## src/hw/rtl/gbwa_pkg.sv

```systemverilog
// Shared types and constants for the bounded gap width average block.
`default_nettype none

package gbwa_pkg;

    localparam int unsigned COLOR_W = 8;
    localparam int unsigned RUN_W   = 12;
    localparam int unsigned COUNT_W = 22;
    localparam int unsigned SUM_W   = 23;
    localparam int unsigned AVG_W   = 12;
    localparam int unsigned CFG_AW  = 3;

    localparam logic [RUN_W-1:0]   RUN_MAX   = 12'd4095;
    localparam logic [COUNT_W-1:0] COUNT_MAX = 22'd4194303;
    localparam logic [SUM_W-1:0]   SUM_MAX   = 23'd8388607;
    localparam logic [AVG_W-1:0]   AVG_MAX   = 12'd4095;

    // circular hue wrap
    localparam logic signed [9:0] HUE_WRAP = 10'sd180;

    localparam logic [COLOR_W-1:0] RST_BLACK_VALUE_LIMIT      = 8'd95;
    localparam logic [COLOR_W-1:0] RST_WHITE_SATURATION_LIMIT = 8'd20;
    localparam logic [COLOR_W-1:0] RST_WHITE_VALUE_FLOOR      = 8'd240;
    localparam logic [COLOR_W-1:0] RST_HUE_TOLERANCE          = 8'd40;

    typedef enum logic [CFG_AW-1:0] {
        CFG_LINE_HUE               = 3'd0,
        CFG_LINE_SATURATION        = 3'd1,
        CFG_LINE_VALUE             = 3'd2,
        CFG_BLACK_VALUE_LIMIT      = 3'd3,
        CFG_WHITE_SATURATION_LIMIT = 3'd4,
        CFG_WHITE_VALUE_FLOOR      = 3'd5,
        CFG_HUE_TOLERANCE          = 3'd6
    } t_cfg_reg;

    // classified pixel passed from front to back
    typedef struct packed {
        logic wall;
        logic row_end;
        logic frame_end;
    } t_item;

    typedef struct packed {
        logic [AVG_W-1:0]   average_gap;
        logic [COUNT_W-1:0] gap_count;
        logic [SUM_W-1:0]   gap_length_sum;
        logic               no_gaps;
    } t_result;

endpackage

`default_nettype wire

```

## src/hw/rtl/gbwa_classify.sv

```systemverilog
// Front end: configuration registers and per-pixel wall classification.
`default_nettype none

module gbwa_classify (
    input  wire                         i_clk,
    input  wire                         i_rst_n,
    input  wire                         i_cfg_we,
    input  wire [gbwa_pkg::CFG_AW-1:0]  i_cfg_addr,
    input  wire [gbwa_pkg::COLOR_W-1:0] i_cfg_wdata,
    input  wire [gbwa_pkg::COLOR_W-1:0] i_pixel_hue,
    input  wire [gbwa_pkg::COLOR_W-1:0] i_pixel_saturation,
    input  wire [gbwa_pkg::COLOR_W-1:0] i_pixel_value,
    input  wire                         i_is_dark,
    input  wire                         i_row_end,
    input  wire                         i_frame_end,
    output gbwa_pkg::t_item             o_item
);
    import gbwa_pkg::*;

    logic [COLOR_W-1:0] r_line_hue, r_line_sat, r_line_val;
    logic [COLOR_W-1:0] r_black_lim, r_white_sat_lim, r_white_val_floor, r_hue_tol;

    logic              pix_white, line_white, pix_black, line_black;
    logic signed [9:0] hue_diff, hue_abs, hue_alt, hue_dist;
    logic              hue_match, color_match;

    always_ff @(posedge i_clk) begin
        if (!i_rst_n) begin
            r_line_hue        <= '0;
            r_line_sat        <= '0;
            r_line_val        <= '0;
            r_black_lim       <= RST_BLACK_VALUE_LIMIT;
            r_white_sat_lim   <= RST_WHITE_SATURATION_LIMIT;
            r_white_val_floor <= RST_WHITE_VALUE_FLOOR;
            r_hue_tol         <= RST_HUE_TOLERANCE;
        end else if (i_cfg_we) begin
            unique case (t_cfg_reg'(i_cfg_addr))
                CFG_LINE_HUE:               r_line_hue        <= i_cfg_wdata;
                CFG_LINE_SATURATION:        r_line_sat        <= i_cfg_wdata;
                CFG_LINE_VALUE:             r_line_val        <= i_cfg_wdata;
                CFG_BLACK_VALUE_LIMIT:      r_black_lim       <= i_cfg_wdata;
                CFG_WHITE_SATURATION_LIMIT: r_white_sat_lim   <= i_cfg_wdata;
                CFG_WHITE_VALUE_FLOOR:      r_white_val_floor <= i_cfg_wdata;
                CFG_HUE_TOLERANCE:          r_hue_tol         <= i_cfg_wdata;
                default: ;
            endcase
        end
    end

    always_comb begin
        pix_white  = (i_pixel_saturation < r_white_sat_lim) &&
                     (i_pixel_value > r_white_val_floor);
        line_white = (r_line_sat < r_white_sat_lim) && (r_line_val > r_white_val_floor);
        pix_black  = i_pixel_value < r_black_lim;
        line_black = r_line_val < r_black_lim;

        // out-of-range hues can make the wrapped distance negative; that matches
        hue_diff = $signed({2'b00, i_pixel_hue}) - $signed({2'b00, r_line_hue});
        hue_abs  = (hue_diff < 0) ? -hue_diff : hue_diff;
        hue_alt  = HUE_WRAP - hue_abs;
        hue_dist = (hue_alt < hue_abs) ? hue_alt : hue_abs;
        hue_match = hue_dist < $signed({2'b00, r_hue_tol});

        if (pix_white && line_white) begin
            color_match = 1'b1;
        end else if (pix_black && line_black) begin
            color_match = 1'b1;
        end else if (pix_white || line_white || pix_black || line_black) begin
            color_match = 1'b0;
        end else begin
            color_match = hue_match;
        end

        o_item.wall      = i_is_dark && !color_match;
        o_item.row_end   = i_row_end;
        o_item.frame_end = i_frame_end;
    end

endmodule

`default_nettype wire

```

## src/hw/rtl/gbwa_queue.sv

```systemverilog
// Small FIFO between the classifier and the gap engine.
`default_nettype none

module gbwa_queue #(
    parameter int unsigned DEPTH = 4
) (
    input  wire                   i_clk,
    input  wire                   i_rst_n,
    input  wire                   i_push,
    input  wire gbwa_pkg::t_item  i_data,
    output logic                  o_full,
    input  wire                   i_pop,
    output gbwa_pkg::t_item       o_data,
    output logic                  o_empty
);
    import gbwa_pkg::*;

    localparam int unsigned PTR_W = (DEPTH > 1) ? $clog2(DEPTH) : 1;
    localparam int unsigned CNT_W = $clog2(DEPTH + 1);
    localparam logic [PTR_W-1:0] LAST = PTR_W'(DEPTH - 1);
    localparam logic [CNT_W-1:0] FULL_CNT = CNT_W'(DEPTH);

    t_item             r_mem [DEPTH];
    logic [PTR_W-1:0]  r_wr_ptr, r_rd_ptr;
    logic [CNT_W-1:0]  r_count;
    logic              do_push, do_pop;

    assign o_full  = (r_count == FULL_CNT);
    assign o_empty = (r_count == '0);
    assign do_push = i_push && !o_full;
    assign do_pop  = i_pop && !o_empty;
    assign o_data  = r_mem[r_rd_ptr];

    always_ff @(posedge i_clk) begin
        if (do_push) begin
            r_mem[r_wr_ptr] <= i_data;
        end
    end

    always_ff @(posedge i_clk) begin
        if (!i_rst_n) begin
            r_wr_ptr <= '0;
            r_rd_ptr <= '0;
            r_count  <= '0;
        end else begin
            if (do_push) begin
                r_wr_ptr <= (r_wr_ptr == LAST) ? '0 : r_wr_ptr + 1'b1;
            end
            if (do_pop) begin
                r_rd_ptr <= (r_rd_ptr == LAST) ? '0 : r_rd_ptr + 1'b1;
            end
            if (do_push && !do_pop) begin
                r_count <= r_count + 1'b1;
            end else if (do_pop && !do_push) begin
                r_count <= r_count - 1'b1;
            end
        end
    end

endmodule

`default_nettype wire

```

## src/hw/rtl/gbwa_divider.sv

```systemverilog
// Restoring divider, one quotient bit per cycle.
`default_nettype none

module gbwa_divider (
    input  wire                         i_clk,
    input  wire                         i_rst_n,
    input  wire                         i_start,
    input  wire [gbwa_pkg::SUM_W-1:0]   i_dividend,
    input  wire [gbwa_pkg::COUNT_W-1:0] i_divisor,
    output logic                        o_done,
    output logic [gbwa_pkg::SUM_W-1:0]  o_quotient
);
    import gbwa_pkg::*;

    localparam int unsigned STEP_W = $clog2(SUM_W + 1);
    localparam logic [STEP_W-1:0] LAST_STEP = STEP_W'(SUM_W - 1);

    logic                r_busy, r_done;
    logic [STEP_W-1:0]   r_step;
    logic [SUM_W-1:0]    r_rem, r_quo;
    logic [COUNT_W-1:0]  r_div;
    logic [SUM_W-1:0]    trial;
    logic                fits;

    assign trial      = {r_rem[SUM_W-2:0], r_quo[SUM_W-1]};
    assign fits       = trial >= {1'b0, r_div};
    assign o_done     = r_done;
    assign o_quotient = r_quo;

    always_ff @(posedge i_clk) begin
        if (!i_rst_n) begin
            r_busy <= 1'b0;
            r_done <= 1'b0;
            r_step <= '0;
        end else begin
            r_done <= 1'b0;
            if (i_start) begin
                r_busy <= 1'b1;
                r_step <= '0;
            end else if (r_busy) begin
                r_step <= r_step + 1'b1;
                if (r_step == LAST_STEP) begin
                    r_busy <= 1'b0;
                    r_done <= 1'b1;
                end
            end
        end
    end

    always_ff @(posedge i_clk) begin
        if (i_start) begin
            r_rem <= '0;
            r_quo <= i_dividend;
            r_div <= i_divisor;
        end else if (r_busy) begin
            r_rem <= fits ? (trial - {1'b0, r_div}) : trial;
            r_quo <= {r_quo[SUM_W-2:0], fits};
        end
    end

endmodule

`default_nettype wire

```

## src/hw/rtl/gbwa_engine.sv

```systemverilog
// Back end: gap tracking per row, frame statistics and result register.
`default_nettype none

module gbwa_engine (
    input  wire                   i_clk,
    input  wire                   i_rst_n,
    input  wire gbwa_pkg::t_item  i_item,
    input  wire                   i_item_empty,
    output logic                  o_item_pop,
    output gbwa_pkg::t_result     o_result,
    output logic                  o_result_valid,
    input  wire                   i_result_pop
);
    import gbwa_pkg::*;

    typedef enum logic [2:0] {
        ST_RUN = 3'b001,
        ST_DIV = 3'b010,
        ST_OUT = 3'b100
    } t_state;

    t_state              r_state;
    logic                r_wall_seen;
    logic [RUN_W-1:0]    r_run;
    logic [COUNT_W-1:0]  r_found;
    logic [SUM_W-1:0]    r_total;
    logic [COUNT_W-1:0]  r_res_count;
    logic [SUM_W-1:0]    r_res_sum;
    t_result             r_out;
    logic                r_out_valid;
    logic                r_div_start;

    logic                closes_gap;
    logic [COUNT_W-1:0]  n_found;
    logic [SUM_W-1:0]    n_total;
    logic [SUM_W:0]      sum_wide;
    logic                div_done;
    logic [SUM_W-1:0]    quotient;
    logic                load_out, res_zero;

    gbwa_divider u_div (
        .i_clk      (i_clk),
        .i_rst_n    (i_rst_n),
        .i_start    (r_div_start),
        .i_dividend (r_res_sum),
        .i_divisor  (r_res_count),
        .o_done     (div_done),
        .o_quotient (quotient)
    );

    always_comb begin
        o_item_pop = (r_state == ST_RUN) && !i_item_empty;
        closes_gap = i_item.wall && r_wall_seen && (r_run != '0);
        sum_wide   = {1'b0, r_total} + {{(SUM_W + 1 - RUN_W){1'b0}}, r_run};
        n_found    = r_found;
        n_total    = r_total;
        if (closes_gap) begin
            n_found = (r_found == COUNT_MAX) ? r_found : r_found + 1'b1;
            n_total = (sum_wide > {1'b0, SUM_MAX}) ? SUM_MAX : sum_wide[SUM_W-1:0];
        end
        load_out = (r_state == ST_OUT) && (!r_out_valid || i_result_pop);
        res_zero = (r_res_count == '0);
    end

    always_ff @(posedge i_clk) begin
        if (!i_rst_n) begin
            r_state     <= ST_RUN;
            r_wall_seen <= 1'b0;
            r_run       <= '0;
            r_found     <= '0;
            r_total     <= '0;
            r_out_valid <= 1'b0;
            r_div_start <= 1'b0;
        end else begin
            r_div_start <= 1'b0;
            unique case (r_state)
                ST_RUN: begin
                    if (o_item_pop) begin
                        if (i_item.wall) begin
                            r_wall_seen <= 1'b1;
                            r_run       <= '0;
                        end else if (r_wall_seen && r_run != RUN_MAX) begin
                            r_run <= r_run + 1'b1;
                        end
                        if (i_item.row_end || i_item.frame_end) begin
                            r_wall_seen <= 1'b0;
                            r_run       <= '0;
                        end
                        if (i_item.frame_end) begin
                            r_found     <= '0;
                            r_total     <= '0;
                            r_div_start <= 1'b1;
                            r_state     <= ST_DIV;
                        end else begin
                            r_found <= n_found;
                            r_total <= n_total;
                        end
                    end
                end
                ST_DIV: begin
                    if (div_done) begin
                        r_state <= ST_OUT;
                    end
                end
                ST_OUT: begin
                    if (load_out) begin
                        r_state <= ST_RUN;
                    end
                end
                default: r_state <= ST_RUN;
            endcase

            if (load_out) begin
                r_out_valid <= 1'b1;
            end else if (i_result_pop) begin
                r_out_valid <= 1'b0;
            end
        end
    end

    // frame totals are latched for the divider and the result
    always_ff @(posedge i_clk) begin
        if (o_item_pop && i_item.frame_end) begin
            r_res_count <= n_found;
            r_res_sum   <= n_total;
        end
        if (load_out) begin
            r_out.gap_count      <= r_res_count;
            r_out.gap_length_sum <= r_res_sum;
            r_out.no_gaps        <= res_zero;
            if (res_zero) begin
                r_out.average_gap <= '0;
            end else if (quotient > {{(SUM_W - AVG_W){1'b0}}, AVG_MAX}) begin
                r_out.average_gap <= AVG_MAX;
            end else begin
                r_out.average_gap <= quotient[AVG_W-1:0];
            end
        end
    end

    assign o_result       = r_out;
    assign o_result_valid = r_out_valid;

endmodule

`default_nettype wire

```

## src/hw/rtl/bounded_gap_width_average_core.sv

```systemverilog
// Top level of the bounded gap width average block.
// Throughput: one pixel per cycle; a frame end stops the gap engine for the
//   divide start, the divide and the result load, longer if a result waits.
// Result path: a frame-end pixel passes through the queue, the divide and the
//   result register before its result is shown.
// Reset: synchronous, active low; clears queue, gap state and counters, and loads the config defaults.
`default_nettype none

module bounded_gap_width_average_core #(
    parameter int unsigned QUEUE_DEPTH = 4
) (
    input  wire                          i_clk,
    input  wire                          i_rst_n,
    // configuration write port
    input  wire                          i_cfg_we,
    input  wire [gbwa_pkg::CFG_AW-1:0]   i_cfg_addr,
    input  wire [gbwa_pkg::COLOR_W-1:0]  i_cfg_wdata,
    // pixel input, queue-style
    input  wire                          push,
    output logic                         full,
    input  wire [gbwa_pkg::COLOR_W-1:0]  i_pixel_hue,
    input  wire [gbwa_pkg::COLOR_W-1:0]  i_pixel_saturation,
    input  wire [gbwa_pkg::COLOR_W-1:0]  i_pixel_value,
    input  wire                          i_is_dark,
    input  wire                          i_row_end,
    input  wire                          i_frame_end,
    // frame result, queue-style
    output logic                         empty,
    input  wire                          pop,
    output logic [gbwa_pkg::AVG_W-1:0]   o_average_gap,
    output logic [gbwa_pkg::COUNT_W-1:0] o_gap_count,
    output logic [gbwa_pkg::SUM_W-1:0]   o_gap_length_sum,
    output logic                         o_no_gaps
);
    import gbwa_pkg::*;

    t_item   cls_item, q_item;
    logic    q_empty, q_pop;
    t_result result;
    logic    result_valid;

    // Front: classify each pixel as wall or free against the line color.
    gbwa_classify u_classify (
        .i_clk              (i_clk),
        .i_rst_n            (i_rst_n),
        .i_cfg_we           (i_cfg_we),
        .i_cfg_addr         (i_cfg_addr),
        .i_cfg_wdata        (i_cfg_wdata),
        .i_pixel_hue        (i_pixel_hue),
        .i_pixel_saturation (i_pixel_saturation),
        .i_pixel_value      (i_pixel_value),
        .i_is_dark          (i_is_dark),
        .i_row_end          (i_row_end),
        .i_frame_end        (i_frame_end),
        .o_item             (cls_item)
    );

    // Decoupling queue: input transactions land here; full backs up the source
    // while the engine is busy dividing at frame end.
    gbwa_queue #(
        .DEPTH (QUEUE_DEPTH)
    ) u_queue (
        .i_clk   (i_clk),
        .i_rst_n (i_rst_n),
        .i_push  (push),
        .i_data  (cls_item),
        .o_full  (full),
        .i_pop   (q_pop),
        .o_data  (q_item),
        .o_empty (q_empty)
    );

    // Back: run tracking, frame sums, average and the result register.
    gbwa_engine u_engine (
        .i_clk          (i_clk),
        .i_rst_n        (i_rst_n),
        .i_item         (q_item),
        .i_item_empty   (q_empty),
        .o_item_pop     (q_pop),
        .o_result       (result),
        .o_result_valid (result_valid),
        .i_result_pop   (pop)
    );

    assign empty            = !result_valid;
    assign o_average_gap    = result.average_gap;
    assign o_gap_count      = result.gap_count;
    assign o_gap_length_sum = result.gap_length_sum;
    assign o_no_gaps        = result.no_gaps;

endmodule

`default_nettype wire

```

## config.mk

```make
export PLATFORM = sky130hd
export DESIGN_NAME = bounded_gap_width_average_core
export DESIGN_NICKNAME = d
export VERILOG_FILES = /design/src/hw/rtl/gbwa_pkg.sv /design/src/hw/rtl/gbwa_classify.sv /design/src/hw/rtl/gbwa_queue.sv /design/src/hw/rtl/gbwa_divider.sv /design/src/hw/rtl/gbwa_engine.sv /design/src/hw/rtl/bounded_gap_width_average_core.sv
export SDC_FILE = /design/constraint.sdc
export NUM_CORES = 1
export LEC_CHECK = 0
export BUFFER_PORTS_ARGS = -buffer_cell sky130_fd_sc_hd__buf_4
export CAP_MARGIN = 20
export CORE_AREA = 2 2 178 180
export CTS_CLUSTER_DIAMETER = 200
export DETAILED_ROUTE_END_ITERATION = 10
export DIE_AREA = 0 0 180 182
export HOLD_SLACK_MARGIN = 0.05
export PLACE_DENSITY_LB_ADDON = 0.12
export SLEW_MARGIN = 40
export SYNTH_ARGS = -nofsm -noshare
export SYNTH_HDL_FRONTEND = slang
export SYNTH_SLANG_ARGS = --single-unit
```

## constraint.sdc

```tcl
create_clock -name i_clk -period 8.4 [get_ports i_clk]
set_input_delay 0 -clock i_clk [delete_from_list [all_inputs] [get_ports i_clk]]
set_output_delay 0 -clock i_clk [all_outputs]
set_load 0.02 [all_outputs]
```

== Word level (Yosys, flattened, before mapping) ==
Memory sizes are Yosys's and may differ from the RTL's. A register that Yosys moved wholly into a read port is not among the register bits.
Cells that the tools add are included.
Operators by class
  reduce and logical (&&, ||, !) cells: 49
  add/subtract/negate cells: 12
  muxes and demuxes: 40
  bitwise logic cells: 2
  eq/ne operators: 19
  $lt $le $gt $ge: 12
Operators with widths (count)
  two-way mux 23 bit: 5
  two-way mux 22 bit: 4
  two-way mux 12 bit: 4
  less-than comparator 8 bit: 4
  adder 23 x 12 -> 24 bit: 1
  > comparator 24 x 23 -> 1 bit (second input constant): 1
  greater-or-equal comparator 23 x 22 -> 1 bit: 1
  > comparator 23 x 12 -> 1 bit (second input constant): 1
  adder 22 x 1 -> 22 bit (second input constant): 1
  == test 22 bit (second input constant): 1
  zero test 22 bit: 1
  subtractor 22 bit: 1
  two-way mux 10 bit: 2
  two-way mux 3 bit: 6
  > comparator 8 bit: 2
  AND reduction 2 bit: 8
  == test 3 bit (second input constant): 5
  logical AND 1 bit: 15
  two-way mux 1 bit: 14
  adder 12 x 1 -> 12 bit (second input constant): 1
  != test 12 bit (second input constant): 1
  nonzero test 12 bit: 1
  less-than comparator 10 bit: 1
  less-than comparator 10 x 9 -> 1 bit: 1
  other kinds (26): 52
Word-level totals
  memory bits (writable): 12
  logic and storage cells: 164
  output and inout port bits: 60
  register bits after elaboration: 303
  memories kept: 1
  input bits: 43
Memories
  u_queue.r_mem: depth 4, bits a word 3, rd ports 1, clocked after Yosys merged registers in 1, wr ports 1, RTL line gbwa_queue.sv:23  | t_item r_mem [DEPTH];

== Depth between registers and ports, before layout ==
  depth after elaboration: 12
  mapped depth: 33

== Modules after synthesis ==
From an unflattened synthesis, not the netlist that was laid out.
Second synthesis, totals
  cells, all modules: 1744
  area, all modules: 17280.3 um^2
Modules (own cells, without submodules)
  gbwa_engine: times used 1, area each 7851.3 um^2, cells an instance 733
  gbwa_classify: times used 1, area each 4357.9 um^2, cells an instance 541
  gbwa_divider: times used 1, area each 4159.0 um^2, cells an instance 403
  gbwa_queue: times used 1, area each 908.4 um^2, cells an instance 66
  bounded_gap_width_average_core: times used 1, area each 3.8 um^2, cells an instance 1

== Worst setup path after synthesis ==
Ideal clock, no wire load.
  kind: reg2reg
  from: register u_classify.r_line_hue[0]
  to: memory u_queue.r_mem[0][2] (netlist name), data pin
  data required time: 8117 ps
  stages on the path, launching flop included: 33
  clock period less this slack: 6209 ps
  buffers on the path: 1
  arrival: 5926 ps
  setup slack: 2191 ps
  cells stage by stage: dfxtp_1 ha_1 inv_1 fa_1 a211oi_2 o211ai_1 nand2_1 buf_2 nand2_1 o21ai_0 inv_1 ha_1 o21a_1 a311oi_1 inv_1 a21oi_1 ha_1 nand2b_1 o31ai_1 a41o_1 o21ai_4 mux2_4 ha_1 a21boi_0 o21a_1 o21a_1 o21a_1 o21a_1 o21a_1 o21ai_0 nand2_1 a2111oi_0 a211oi_1
RTL lines
  start, declared: RTL line gbwa_classify.sv:20  | logic [COLOR_W-1:0] r_line_hue, r_line_sat, r_line_val;
  start signal, assigned: RTL line gbwa_classify.sv:38  | CFG_LINE_HUE: r_line_hue <= i_cfg_wdata;
  end, declared: RTL line gbwa_queue.sv:23

==> impl_results.md <==
- Share of the synthesized netlist area taken by xor and xnor gates: 4.210%
- Core area: 30,990 µm²
- Deepest clock path buffer count: 3
- Critical path type: reg -> reg
- GRT overflow: 0
- Pin count of the biggest net entering global routing: 75
- Worst Hold Slack: 0.07544 ns
- Die height: 182 µm
- Switching portion of total power: 33.17%
- Cell internal power dissipation: 3.643 mW
- Ranking of synthesized cells by area: sky130_fd_sc_hd__edfxtp_1, sky130_fd_sc_hd__dfxtp_1, sky130_fd_sc_hd__ha_1, sky130_fd_sc_hd__nand2_1, sky130_fd_sc_hd__nor2_1
- Final worst slack: 1.482 ns
- Count of fill cells added during filler insertion: 2,584
- Category of the worst setup path capture point: flop
- Worst Tran Pin Value: 0.8091 ns
- Dominant combinational cell family by area after synthesis: compound AO/OA/AOI/OAI gates
- Most frequent cells in the layout: sky130_fd_sc_hd__nand2_1, sky130_fd_sc_hd__edfxtp_1, sky130_fd_sc_hd__dfxtp_1
- 1st-pass router iterations: 5
- Max-slew violation count: 0
- Cell count after synthesis: 1,644
- Clock group share of total power: 29.0%
- Routed length per placed instance: 16.37 µm
- Root buf cell: sky130_fd_sc_hd__clkbuf_16
- Via count of the first global-routing pass: 12,070
- Finished Core Util: 62.08%
- CTS tree: yes
- Most common cell on crit path: sky130_fd_sc_hd__o21a_1
- Insertion delay to the later sink of the worst-skew pair: 0.53 ns
- Design Power: 5.451 mW
- Mux cell area share after synthesis: 4.030%
- Setup Total Neg Slack: 0 ns
- Sequential share of power: 40.2%
- Residual antenna-violating net count after detailed routing: 0
- First-pass GRT wire length: 59.44 mm
- Combinational share of power: 30.9%
- Largest incremental delay on the critical path: 0.45 ns
- Post-Layout Inst Area: 19,230 µm²
- Post-synth top area cell: sky130_fd_sc_hd__edfxtp_1
- Sequential element share of the synthesized area: 47.67%
- Inserted Clock Buffers: 36
- Post-Synth Simple-Gate Area: 15.70%
- Initial DRC count: 602
- Mean instance size in the synthesized netlist: 10.14 µm²
- Horiz. Die Dim: 180 µm
- Global router's overall resource usage: 21.86%
- Initial antenna violation count: 0
- Buffers on Ports: 102
- Die Footprint: 32,760 µm²
- Synthesized-area fraction occupied by ao, oa, aoi and oai cells: 16.14%
- F_max: 0.1446 GHz
- Post-route fraction of the period consumed by the critical path: 82.35%
- H-Tree Level Count: 2
- Met2 wire length: 16.89 mm
- Max-cap violations: 0
- Cell variety after synth: 88
- Net count after synthesis: 1,802
- CTS sink count: 317
- Synthesis-to-layout area growth: 15.36%
- Placer congestion estimate: 0.8533
- Top Metal Used: met4
- Maximum resistive drop on vdd: 0.1612 mV
- Cell count after placement: 2,105
- Post-Synth Adder-Cell Area: 8.810%
- Minimum clock period: 6.918 ns
- Startpoint type of the worst setup path: flop
- Post-detailed-placement half-perimeter wirelength: 25.81 mm
- Non-filler cells, final: 2,190
- Arrival time reported for the critical path endpoint: 7.15 ns
- Path category of the worst min-delay check: in -> reg
- Drt total wl: 35.86 mm
- Number of antenna cells inserted: 0
- Clock edge transition at the registers on the reported setup and hold paths: 0.06 ns
- Starting Density: 53.81%
- Post-detailed-placement cell area: 17,840 µm²
- Crit path max-delay cell type: sky130_fd_sc_hd__fa_1
- Result of the run: finished clean
- Unrepaired setup endpoints after global routing: false
- Count of pins on the block boundary: 103
- Met1 Wirelength: 16.35 mm
- Most frequent standard cell in the layout excluding fill and tap cells: sky130_fd_sc_hd__nand2_1
- Area of combinational cells with multiple inputs: 8182 µm²
- P_sw: 1.808 mW
- Ratio of total power to cell area: 283.4 nW/µm²
- Number of remaining DRC errors: 0
- Fraction of final layout cells with drive strength greater than 1: 13.48%
- Metal3 WL: 1.538 mm
- Share of flip-flops with an asynchronous set or reset after synthesis: 0%
- Final-report hold violation count: 0
- Post-synthesis instance area: 16,670 µm²
- Std-Cell Rows: 65
- Commonest register cell after synthesis: sky130_fd_sc_hd__edfxtp_1
- Worst relative slew slack: 45.64%
- Yosys warns: 0
- Number of enable flip-flop cells after synthesis: 160
- Total leakage power: 7.791 nW
- Pre-CTS WS: 1.471 ns
- Worst-path fanout max: 13
- Setup clock skew after layout: 0.01854 ns
- Final setup violating endpoints: 0
- Post-detailed-route via-to-cell ratio: 5.635
- Required @ worst endpoint: 8.64 ns
- Via count of the routed design: 12,340
- #FFs+latches synth: 317
- Nets: 1,918
- Register area: 7949 µm²
- Top-area cell type share of the netlist area: 28.82%
==> cells in the mapped netlist, drive strengths merged (6+ instances only) <==
cell type / number
nor3: 24
o22ai: 12
buf: 7
o22a: 7
nor2b: 30
o21a: 16
mux2i: 26
and2: 21
mux2: 30
a22o: 13
nand3: 30
o211ai: 23
ha: 111
and3: 18
nand4: 22
or3: 8
xnor2: 43
inv: 98
nand2: 192
nand2b: 20
a211oi: 20
edfxtp: 160
a21o: 41
and4: 7
o21bai: 8
a22oi: 6
a21oi: 70
o21ai: 71
xor2: 32
a21boi: 50
or2: 10
nor2: 133
nand3b: 7
nor3b: 8
dfxtp: 157
nor4: 11
clkbuf: 46
==> path summary, 6_finish.rpt <==
| kind | startpoint | endpoint | slack (ns) | cells after the start |
|---|---|---|---|---|
| hold / removal | push | u_queue.r_wr_ptr[0] | 0.08 | 4 |
| setup / recovery | u_classify.r_line_hue[0] | u_queue.r_mem[0][2] | 1.48 | 31 |
| setup reg to reg | u_classify.r_line_hue[0] | u_queue.r_mem[0][2] | 1.48 | 31 |
| hold reg to reg | u_engine.r_state[2] | u_engine.r_state[1] | 0.42 | 1 |
==> repair_timing <==
action | in CTS | in global routing
buffers inserted | 0 | 0
endpoints found under the setup margin | 0 | 0
endpoints found under the hold margin | 81 | 0
resized for setup | 0 | 0
hold buffers | 19 | 0
==> flip-flops by register name, indices dropped and copies added (netlist names), 5 cells and up, named ones only <==
signal	flops
u_queue.r_mem	12
u_engine.u_div.r_step	5
u_classify.r_hue_tol	8
u_engine.r_res_sum	23
u_classify.r_line_hue	8
u_classify.r_white_val_floor	8
u_engine.r_run	12
u_engine.u_div.r_rem	22
u_classify.r_line_sat	8
u_engine.u_div.r_div	22
u_classify.r_black_lim	8
u_engine.r_found	22
u_engine.o_result	58
u_classify.r_white_sat_lim	8
u_engine.u_div.o_quotient	23
u_engine.r_total	23
u_classify.r_line_val	8
u_engine.r_res_count	22
==> routing by layer <==
layer	vias up	track usage [%]
met5	-	0
met4	0	7.870
met3	72	3.289
met2	255	37.10
met1	5843	28.50
li1	6171	-
==> power by group through the flow <==
| stage | clock network [mW] | registers [mW] | logic (mW) |
|---|---|---|---|
| detailed placement | 0 | 2.22 | 1.68 |
| global placement | 0 | 2.21 | 1.64 |
| floorplan | 0 | 2.14 | 1.32 |
| global route | 1.67 | 2.22 | 1.89 |
| finish | 1.58 | 2.19 | 1.68 |
| CTS | 1.62 | 2.19 | 1.70 |
==> layout make-up <==
| type | count | share of cell area [%] |
|---|---|---|
| multi-input combinational | 1176 | 42.54 |
| timing repair buffer | 131 | 5.347 |
| tap | 402 | 2.615 |
| sequential | 317 | 41.33 |
| clock inverter | 19 | 1.093 |
| clock buffer | 47 | 5.171 |
| inverter | 98 | 1.912 |
==> worst max-delay path, delay by kind of cell, from the launching register on <==
| kind | cells | cell delay [ns] |
|---|---|---|
| AO/OA/AOI/OAI | 18 | 3.60 |
| AND/OR/NAND/NOR | 4 | 0.76 |
| multiplexers | 1 | 0.33 |
| flip-flops | 1 | 0.32 |
| adder cells (fa/ha/maj) | 5 | 1.40 |
| buffers and inverters | 3 | 0.21 |
==> kinds of logic (layout without fill, tap and decap cells) <==
logic type      Yosys count  count (layout)
compound gates          383             383
xor+xnor                 75              75
fa+ha+maj               115             115
buf+inv                 151             295
flops                   317             317
mux                      58              58
simple gates            545             545
Note: power is estimated with default switching activity, not from simulation.
